$ cat config.mk
export PLATFORM = sky130hd
export DESIGN_NAME = trial_division_prime_test_core
export DESIGN_NICKNAME = d
export VERILOG_FILES = /design/src/rtl/core/tdpt_pkg.sv /design/src/rtl/core/trial_division_prime_test_core.sv /design/src/rtl/core/tdpt_divider.sv
export VERILOG_INCLUDE_DIRS = /design/src /design/src/rtl/core
export SDC_FILE = /design/constraint.sdc
export NUM_CORES = 1
export LEC_CHECK = 0
export BUFFER_PORTS_ARGS = -buffer_cell sky130_fd_sc_hd__buf_2
export CORE_UTILIZATION = 40
export DETAILED_ROUTE_END_ITERATION = 8
export GPL_TIMING_DRIVEN = 0
export SYNTH_ARGS = -nofsm -noshare
export SYNTH_HDL_FRONTEND = slang
export SYNTH_SLANG_ARGS = --single-unit
$ cat constraint.sdc
create_clock -name clk -period 6.4 [get_ports clk]
set_clock_uncertainty 0.05 [all_clocks]
set_input_delay 1.28 -clock clk [delete_from_list [all_inputs] [get_ports clk]]
set_output_delay 1.28 -clock clk [all_outputs]
set_load 0.01 [all_outputs]
$ cat src/rtl/core/trial_division_prime_test_core_assert.svh
// Assertion macros shared by the core RTL.
`ifndef TRIAL_DIVISION_PRIME_TEST_CORE_ASSERT_SVH
`define TRIAL_DIVISION_PRIME_TEST_CORE_ASSERT_SVH

// expr must hold at every clock edge out of reset
`define TDPT_ASSERT_ALWAYS(label, clk, rst_n, expr, msg) \
  label: assert property (@(posedge clk) disable iff (!rst_n) (expr)) \
    else $error(msg);

// cond at one edge implies expr at the same edge
`define TDPT_ASSERT_IMPLIES(label, clk, rst_n, cond, expr, msg) \
  label: assert property (@(posedge clk) disable iff (!rst_n) (cond) |-> (expr)) \
    else $error(msg);

// cond at one edge implies expr at the next edge
`define TDPT_ASSERT_NEXT(label, clk, rst_n, cond, expr, msg) \
  label: assert property (@(posedge clk) disable iff (!rst_n) (cond) |=> (expr)) \
    else $error(msg);

`endif

$ cat src/rtl/core/tdpt_pkg.sv
package tdpt_pkg;

  // first odd divisor used to reject multiples of three
  localparam int unsigned DIV_THREE = 3;
  // first candidate of the 6k-1 / 6k+1 series and the step between pairs
  localparam int unsigned CAND_START = 5;
  localparam int unsigned CAND_PAIR  = 2;
  localparam int unsigned CAND_STEP  = 6;

  typedef struct packed {
    logic busy;
    logic done;
  } div_stat_t;

endpackage

$ cat src/rtl/core/trial_division_prime_test_core.sv
// Primality test by trial division over 6k-1 / 6k+1 candidates.
// Input channel: in_valid / in_stall carry in_number (NUM_WIDTH bits).
// Output channel: out_valid / out_stall carry out_prime_flag, one result
// per request, in request order.
// A request is taken only while the core is idle; in_stall stays high
// for the whole test. Values below 2, 2, 3 and even values are settled
// in S_CHK without the divider and go on to S_FIN. Other values run
// their divisions on the one shared restoring divider: one for 3, then
// two per candidate pair (d and d+2) while d <= n/d. A 32-bit prime
// needs about 10923 pairs.
// The result sits in an output register; the next request may be taken
// while it waits. If the receiver stalls and a new result is ready,
// the core holds it and keeps in_stall high until the register frees.
// Reset (synchronous, rst_n low) drops any test in flight and empties
// the output register. Nothing is kept from one request to the next.
`include "trial_division_prime_test_core_assert.svh"

module trial_division_prime_test_core
  import tdpt_pkg::*;
#(
  parameter int NUM_WIDTH = 32
) (
  input  logic                 clk,
  input  logic                 rst_n,
  input  logic                 in_valid,
  output logic                 in_stall,
  input  logic [NUM_WIDTH-1:0] in_number,
  output logic                 out_valid,
  input  logic                 out_stall,
  output logic                 out_prime_flag
);

  localparam logic [2:0] S_IDLE  = 3'd0;
  localparam logic [2:0] S_CHK   = 3'd1;
  localparam logic [2:0] S_DIV3  = 3'd2;
  localparam logic [2:0] S_DIVD  = 3'd3;
  localparam logic [2:0] S_DIVD2 = 3'd4;
  localparam logic [2:0] S_FIN   = 3'd5;

  logic [2:0]           state_r, state_nxt;
  logic [NUM_WIDTH-1:0] n_r;
  logic [NUM_WIDTH-1:0] d_r, d_nxt;
  logic                 res_r, res_nxt;
  logic                 out_valid_r, out_valid_nxt;
  logic                 out_flag_r, out_flag_nxt;
  logic                 div_start;
  logic [NUM_WIDTH-1:0] div_divisor;
  div_stat_t            div_stat;
  logic [NUM_WIDTH-1:0] div_quot;
  logic [NUM_WIDTH-1:0] div_rem;
  logic                 in_take;
  logic                 out_free;
  logic                 rem_zero;

  assign in_take  = in_valid && !in_stall;
  assign out_free = !out_valid_r || !out_stall;
  assign rem_zero = (div_rem == '0);
  assign in_stall = (state_r != S_IDLE);

  tdpt_divider #(
    .NUM_WIDTH(NUM_WIDTH)
  ) u_div (
    .clk      (clk),
    .rst_n    (rst_n),
    .start    (div_start),
    .dividend (n_r),
    .divisor  (div_divisor),
    .stat     (div_stat),
    .quot     (div_quot),
    .rem      (div_rem)
  );

  always_comb begin
    state_nxt     = state_r;
    d_nxt         = d_r;
    res_nxt       = res_r;
    out_valid_nxt = out_valid_r;
    out_flag_nxt  = out_flag_r;
    div_start     = 1'b0;
    div_divisor   = NUM_WIDTH'(DIV_THREE);
    if (out_valid_r && !out_stall) begin
      out_valid_nxt = 1'b0;
    end
    case (state_r)
      S_IDLE: begin
        if (in_take) begin
          state_nxt = S_CHK;
        end
      end
      S_CHK: begin
        if (n_r < NUM_WIDTH'(2)) begin
          res_nxt   = 1'b0;
          state_nxt = S_FIN;
        end else if (n_r == NUM_WIDTH'(2) || n_r == NUM_WIDTH'(DIV_THREE)) begin
          res_nxt   = 1'b1;
          state_nxt = S_FIN;
        end else if (!n_r[0]) begin
          res_nxt   = 1'b0;
          state_nxt = S_FIN;
        end else begin
          div_start   = 1'b1;
          div_divisor = NUM_WIDTH'(DIV_THREE);
          state_nxt   = S_DIV3;
        end
      end
      S_DIV3: begin
        if (div_stat.done) begin
          if (rem_zero) begin
            res_nxt   = 1'b0;
            state_nxt = S_FIN;
          end else begin
            d_nxt       = NUM_WIDTH'(CAND_START);
            div_start   = 1'b1;
            div_divisor = NUM_WIDTH'(CAND_START);
            state_nxt   = S_DIVD;
          end
        end
      end
      S_DIVD: begin
        if (div_stat.done) begin
          // loop bound d*d <= n tested as d <= n/d
          if (d_r > div_quot) begin
            res_nxt   = 1'b1;
            state_nxt = S_FIN;
          end else if (rem_zero) begin
            res_nxt   = 1'b0;
            state_nxt = S_FIN;
          end else begin
            div_start   = 1'b1;
            div_divisor = d_r + NUM_WIDTH'(CAND_PAIR);
            state_nxt   = S_DIVD2;
          end
        end
      end
      S_DIVD2: begin
        if (div_stat.done) begin
          if (rem_zero) begin
            res_nxt   = 1'b0;
            state_nxt = S_FIN;
          end else begin
            d_nxt       = d_r + NUM_WIDTH'(CAND_STEP);
            div_start   = 1'b1;
            div_divisor = d_r + NUM_WIDTH'(CAND_STEP);
            state_nxt   = S_DIVD;
          end
        end
      end
      S_FIN: begin
        if (out_free) begin
          out_valid_nxt = 1'b1;
          out_flag_nxt  = res_r;
          state_nxt     = S_IDLE;
        end
      end
      default: begin
        state_nxt = S_IDLE;
      end
    endcase
  end

  always_ff @(posedge clk) begin
    if (!rst_n) begin
      state_r     <= S_IDLE;
      out_valid_r <= 1'b0;
    end else begin
      state_r     <= state_nxt;
      out_valid_r <= out_valid_nxt;
    end
  end

  always_ff @(posedge clk) begin
    if (in_take) begin
      n_r <= in_number;
    end
    d_r        <= d_nxt;
    res_r      <= res_nxt;
    out_flag_r <= out_flag_nxt;
  end

  assign out_valid      = out_valid_r;
  assign out_prime_flag = out_flag_r;

  `TDPT_ASSERT_ALWAYS(a_no_start_busy, clk, rst_n, !(div_start && div_stat.busy),
    "divider restarted while busy")
  `TDPT_ASSERT_IMPLIES(a_done_in_div, clk, rst_n, div_stat.done,
    state_r == S_DIV3 || state_r == S_DIVD || state_r == S_DIVD2,
    "divider result outside a division state")
  `TDPT_ASSERT_NEXT(a_take_to_chk, clk, rst_n, in_take, state_r == S_CHK,
    "accepted request did not start a test")
  `TDPT_ASSERT_IMPLIES(a_out_from_fin, clk, rst_n, $rose(out_valid_r),
    $past(state_r) == S_FIN, "result loaded outside finish state")

endmodule

$ cat src/rtl/core/tdpt_divider.sv
module tdpt_divider
  import tdpt_pkg::*;
#(
  parameter int NUM_WIDTH = 32
) (
  input  logic                 clk,
  input  logic                 rst_n,
  input  logic                 start,
  input  logic [NUM_WIDTH-1:0] dividend,
  input  logic [NUM_WIDTH-1:0] divisor,
  output div_stat_t            stat,
  output logic [NUM_WIDTH-1:0] quot,
  output logic [NUM_WIDTH-1:0] rem
);

  localparam int CNT_W = $clog2(NUM_WIDTH + 1);

  logic [NUM_WIDTH-1:0] rem_r, rem_nxt;
  logic [NUM_WIDTH-1:0] quo_r, quo_nxt;
  logic [NUM_WIDTH-1:0] dvs_r;
  logic [CNT_W-1:0]     cnt_r, cnt_nxt;
  logic                 busy_r, busy_nxt;
  logic                 done_r, done_nxt;
  logic [NUM_WIDTH:0]   shifted;
  logic [NUM_WIDTH:0]   diff;
  logic                 take;

  // restoring division, one quotient bit a cycle
  always_comb begin
    shifted = {rem_r, quo_r[NUM_WIDTH-1]};
    diff    = shifted - {1'b0, dvs_r};
    take    = ~diff[NUM_WIDTH];
    rem_nxt  = rem_r;
    quo_nxt  = quo_r;
    cnt_nxt  = cnt_r;
    busy_nxt = busy_r;
    done_nxt = 1'b0;
    if (start) begin
      rem_nxt  = '0;
      quo_nxt  = dividend;
      cnt_nxt  = CNT_W'(NUM_WIDTH);
      busy_nxt = 1'b1;
    end else if (busy_r) begin
      rem_nxt = take ? diff[NUM_WIDTH-1:0] : shifted[NUM_WIDTH-1:0];
      quo_nxt = {quo_r[NUM_WIDTH-2:0], take};
      cnt_nxt = cnt_r - CNT_W'(1);
      if (cnt_r == CNT_W'(1)) begin
        busy_nxt = 1'b0;
        done_nxt = 1'b1;
      end
    end
  end

  always_ff @(posedge clk) begin
    if (!rst_n) begin
      busy_r <= 1'b0;
      done_r <= 1'b0;
      cnt_r  <= '0;
    end else begin
      busy_r <= busy_nxt;
      done_r <= done_nxt;
      cnt_r  <= cnt_nxt;
    end
  end

  always_ff @(posedge clk) begin
    rem_r <= rem_nxt;
    quo_r <= quo_nxt;
    if (start) begin
      dvs_r <= divisor;
    end
  end

  assign stat.busy = busy_r;
  assign stat.done = done_r;
  assign quot      = quo_r;
  assign rem       = rem_r;

endmodule
Word level (Yosys, flattened, before mapping)
Index checks and enable logic that the tools add are counted.
{"block": "op_classes", "order_cmp": 2, "mux": 52, "n_eq_ne": 17, "reduce_logical": 20, "n_addsub": 4, "bitwise_logic": 3}
{"cell": "32-bit 2-to-1 mux", "n": 12}
{"cell": "32-bit one-hot mux with 3 select lines", "n": 1}
{"cell": "32-bit by 2-bit equality test with 1-bit output (second input constant)", "n": 2}
{"cell": "32-bit one-hot mux with 2 select lines", "n": 1}
{"cell": "33-bit by 32-bit subtractor with 33-bit output", "n": 1}
{"cell": "32-bit by 2-bit adder with 32-bit output (second input constant)", "n": 1}
{"cell": "32-bit by 3-bit adder with 32-bit output (second input constant)", "n": 1}
{"cell": "32-bit greater-than comparator", "n": 1}
{"cell": "32-bit zero test", "n": 1}
{"cell": "32-bit by 2-bit < comparator with 1-bit output (second input constant)", "n": 1}
{"cell": "3-bit 2-to-1 mux", "n": 10}
{"cell": "1-bit 2-to-1 mux", "n": 23}
{"cell": "3-bit one-hot mux with 5 select lines", "n": 1}
{"cell": "6-bit 2-to-1 mux", "n": 2}
{"cell": "2-bit by 1-bit != test with 1-bit output (second input constant)", "n": 4}
{"cell": "2-bit != test (second input constant)", "n": 4}
{"cell": "4-bit AND reduction", "n": 2}
{"cell": "3-bit by 2-bit equality test with 1-bit output (second input constant)", "n": 2}
{"cell": "3-bit equality test (second input constant)", "n": 2}
{"cell": "6-bit by 1-bit equality test with 1-bit output (second input constant)", "n": 1}
{"cell": "1-bit one-hot mux with 3 select lines", "n": 2}
{"cell": "3-bit nonzero test", "n": 2}
{"cell": "6-bit by 1-bit subtractor with 6-bit output (second input constant)", "n": 1}
{"cell": "5-bit AND reduction", "n": 1}
{"cell": "11 further kinds", "n": 19}
{"block": "word_totals", "reg_bits": 174, "in_bits": 36, "out_inout_bits": 3}

Longest topological paths before layout
{"block": "logic_depth", "depth_word": 6, "ltp_mapped": 13}

Hierarchy
From an unflattened synthesis, not the netlist that was laid out.
{"block": "unflattened", "hier_cells": 1114, "hier_area_um2": 10993.0}
{"mod": "tdpt_divider", "cells_per_inst": 590, "area_per_inst_um2": 6075.8, "n_inst": 1}
{"mod": "trial_division_prime_test_core", "cells_per_inst": 524, "area_per_inst_um2": 4917.2, "n_inst": 1}

Worst setup path after synthesis
OpenSTA, ideal clock, no wires.
{"block": "synth_path", "kind": "flip-flop to flip-flop", "from": "register d_r[1]", "to": "register u_div.dvs_r[0] (enable)", "path_stages_with_launch": 12, "t_arrival_ns": 3.062, "required_time_ns": 5.941, "path_slack_ns": 2.878, "cell_sequence": "edfxtp_1 > clkbuf_1 > inv_1 > ha_1 > nand4_1 > nor4_1 > nand2b_1 > a31oi_1 > nor2_1 > a31oi_1 > clkinv_1 > clkbuf_1"}
{"block": "synth_between", "elab_chain_len": 4}
{"item": "start: declaration", "line": "trial_division_prime_test_core.sv:42", "rtl": "logic [NUM_WIDTH-1:0] d_r, d_nxt;"}
{"item": "start signal: assignment", "line": "trial_division_prime_test_core.sv:175", "rtl": "d_r <= d_nxt;"}
{"item": "32-bit greater-than comparator", "line": "trial_division_prime_test_core.sv:122", "rtl": "if (d_r > div_quot) begin"}
{"item": "1-bit 2-to-1 mux", "line": "trial_division_prime_test_core.sv:122"}
{"item": "1-bit 2-to-1 mux", "line": "trial_division_prime_test_core.sv:120", "rtl": "if (div_stat.done) begin"}
{"item": "1-bit one-hot mux with 3 select lines", "line": "trial_division_prime_test_core.sv:84", "rtl": "case (state_r)"}
{"item": "via div_start", "line": "trial_division_prime_test_core.sv:46", "rtl": "logic div_start;"}
{"item": "end signal: assignment", "line": "tdpt_divider.sv:70", "rtl": "dvs_r <= divisor;"}
{"item": "end: declaration", "line": "tdpt_divider.sv:20", "rtl": "logic [NUM_WIDTH-1:0] dvs_r;"}
The timed path passes the listed nets, and every way through them passes these cells.
A chain may end at the register's enable or synchronous reset.

Worst setup path in the final report
{"block": "layout_path", "from": "register d_r[27]", "to": "register u_div.quo_r[9], in the netlist u_div.quot[9] (enable)"}
{"block": "layout_between", "elab_chain_len": 5}
{"item": "32-bit greater-than comparator", "line": "trial_division_prime_test_core.sv:122"}
{"item": "1-bit 2-to-1 mux", "line": "trial_division_prime_test_core.sv:122"}
{"item": "1-bit 2-to-1 mux", "line": "trial_division_prime_test_core.sv:120"}
{"item": "1-bit one-hot mux with 3 select lines", "line": "trial_division_prime_test_core.sv:84"}
{"item": "2-bit nonzero test (no line)"}
{"item": "end signal: assignment", "line": "tdpt_divider.sv:68", "rtl": "quo_r <= quo_nxt;"}
{"item": "end: declaration", "line": "tdpt_divider.sv:19", "rtl": "logic [NUM_WIDTH-1:0] quo_r, quo_nxt;"}
No other way between the ends.

==> metrics.csv <==
metric;value;unit
outcome;finished clean;
cts.path.max_buffers;2;
netlist_area;10490;sq um
placedCellCount;1505;
place.gp.congestion;0.8803;
p_int;0.002425;W
core_region_area;25470;sq um
cts_made_buffers;17;
grt_usage;19.58;%
grt_max_degree;40;
hold_slack;0.4337;ns
clockPowerShare;27.0;%
critPathRequiredTime;6.31;ns
rows;58;
chipWidth;164.0;um
endpoint_kind;flop;
switching_power;0.001299;W
cap_violations;0;
dp_hpwl;19250;um
crit_slowest_cell;nor2_1;
layout_min_cycle_time;5.359;ns
ctsHtreeMaxLevel;4;
grt_pass1_wl;40920;um
drive_gt1_share;7.208;%
crit_fanout;32;
tightest_slew;1.192;ns
wl_per_cell;16.35;um
cts_tree;built;
leakagePower;4.342;nW
peakVddDrop;176.8;uV
cts.sinks;173;
combPwrFrac;32.9;%
route.detailed.drc;0;
grt_pass1_vias;7867;
vias_per_cell;5.368;
gr-total-overflow;0;
min_period_over_period;83.74;%
wl;25130;um
routed-via-count;8250;
cts_root_buf;clkbuf_16;
tns;0;ns
ys_ff_latch;173;
syn_nets;1239;
arrival;5.27;ns
ys_seq_area_share;45.31;%
syn-mean-instance-area;9.245;sq um
finalHoldViolations;0;
instances_no_fill;1537;
first_pass_iters;5;
synth_top_area_share;36.92;%
ios;39;
synthFlopType;edfxtp_1;
synth_edf_count;129;
postLayoutCoreUtil;45.97;%
rsz0062_at_grt;false;
seq_power_share;40.1;%
ys_warn_count;0;
cp-start-kind;flop;
synthTopCellsByArea;edfxtp_1 (37%), dfxtp_1 (8.4%), ha_1 (8.0%);
synth_top_cell_by_area;edfxtp_1;
antenna_found_initial;0;
ys_async_sr_fraction;0;%
worstSetupPathType;flop to flop;
area_delta_synth_final;11.59;%
slew_headroom;20.47;%
p_sw_share;34.87;%
nNetsFinal;1298;
synth.distinct_cells;60;
path_clk_slew;0.07;ns
fmaxAchievable;0.1866;GHz
diodes;0;
grtUsageMet1;26.42;%
netlist_instances;1135;
gr-max-usage-layer;met2;
p_per_area;318.0;nW/um^2
crit_chain;ha_1 > nand4_1 > nor4_1 > nand2b_1 > a31oi_1 > nor2_1 > a31oi_1 > clkinv_1 > nor2_1 > inv_1;
start_util;41.19;%
setup_viol;0;
drtIter0Drc;417;
die_height;164.0;um
n_fill_cell;2444;
cts_resized;0;
report.final.slew_viol_count;0;
grt.met2_usage;31.76;%
clk_latency;0.42;ns
port_buffers;38;
cts_hold_buf;0;
hold_path.class;flop to flop;
critical_path.max_stage_delay;0.76;ns
grt_util_met3;3.005;%
post_cts_buffers;0;
dieArea;26880;sq um
ant_nets;0;
## registers in the layout, summed over array words and instances (netlist names)
register	flops
state_r	3
u_div.busy_r	1
u_div.cnt_r	6
n_r	32
out_valid	1
u_div.dvs_r	32
res_r	1
u_div.quot	32
d_r	31
out_prime_flag	1
u_div.done_r	1
u_div.rem	32
## area by class of cell
type,count,area (sq um),area share (%)
plain buffers,45,186.4,1.592
clock buffers,20,457.9,3.911
flip-flops and latches,173,4755,40.61
multi-input cells,836,5259,44.91
clock inverters,12,108.9,0.9297
repair buffers,40,225.2,1.923
inverters,81,304.0,2.597
well taps,330,412.9,3.526
## through the flow
stage	instance area, sq um	power [W]	setup slack, ns
4_1_cts	11710	0.003731	1.008
3_5_place_dp	11140	0.002720	1.010
5_1_grt	11710	0.003955	0.6684
6_report	11710	0.003724	1.041
2_1_floorplan	10490	0.002427	2.878
3_3_place_gp	11100	0.002705	1.054
## power groups by stage
stage,Combinational (W),Clock (W),Sequential (W)
after floorplan,0.000951,0,0.00148
after global placement,0.00119,0,0.00152
after detailed placement,0.00121,0,0.00151
after CTS,0.00122,0.00102,0.00149
after global routing,0.00138,0.00106,0.00151
final,0.00123,0.00101,0.00149
## Yosys cell counts (24+ instances only)
master	instances
clkbuf_1	41
nor2_1	122
nand2_1	103
ha_1	67
xnor2_1	35
mux2i_1	24
edfxtp_1	129
nand4_1	26
nand3_1	27
dfxtp_1	44
xor2_1	36
a21oi_1	108
inv_1	80
o21ai_0	96
## cells by family (layout without fill, tap and decap cells)
| logic type | count (synthesis) | count (layout) | synth area share, % |
|---|---|---|---|
| compound gates | 295 | 295 | 16.64 |
| xor+xnor | 71 | 71 | 5.926 |
| fa+ha+maj | 69 | 69 | 8.276 |
| buf+inv | 126 | 198 | 4.662 |
| flops | 173 | 173 | 45.31 |
| mux | 27 | 27 | 2.611 |
| other cells | 1 | 1 | 0.03574 |
| simple gates | 373 | 373 | 16.54 |
## worst max-delay path, delay by kind of cell (launching register included)
family	cells	cell delay, ns
compound gates	2	0.85
buf+inv	2	1.35
fa+ha+maj	1	0.37
simple gates	5	1.74
flops	1	0.51
## metal layers
layer,share of wire (%),routed length (um)
met2,46,11620
met5,0,0
met4,2.1,537
met1,48,12030
met3,3.8,950
## worst paths after layout
kind                          startpoint  depth (start not counted)  slack (ns)                     endpoint
max                d_r[27]$_SDFFCE_PN0P_                         10        1.04      u_div.quot[9]$_DFFE_PP_
min          u_div.cnt_r[0]$_SDFFE_PP0P_                          2        0.43  u_div.cnt_r[0]$_SDFFE_PP0P_
max reg2reg        d_r[27]$_SDFFCE_PN0P_                         10        1.04      u_div.quot[9]$_DFFE_PP_
min reg2reg  u_div.cnt_r[0]$_SDFFE_PP0P_                          2        0.43  u_div.cnt_r[0]$_SDFFE_PP0P_
## cell usage in the layout, fill, tap and decap left out, types with 27 or more instances in the layout
cell,count
a21oi_1,108
buf_2,38
clkbuf_1,42
dfxtp_1,44
edfxtp_1,129
ha_1,67
inv_1,80
nand2_1,103
nand3_1,27
nor2_1,120
o21ai_0,96
xnor2_1,35
xor2_1,36
(Power assumes the default switching activity.)
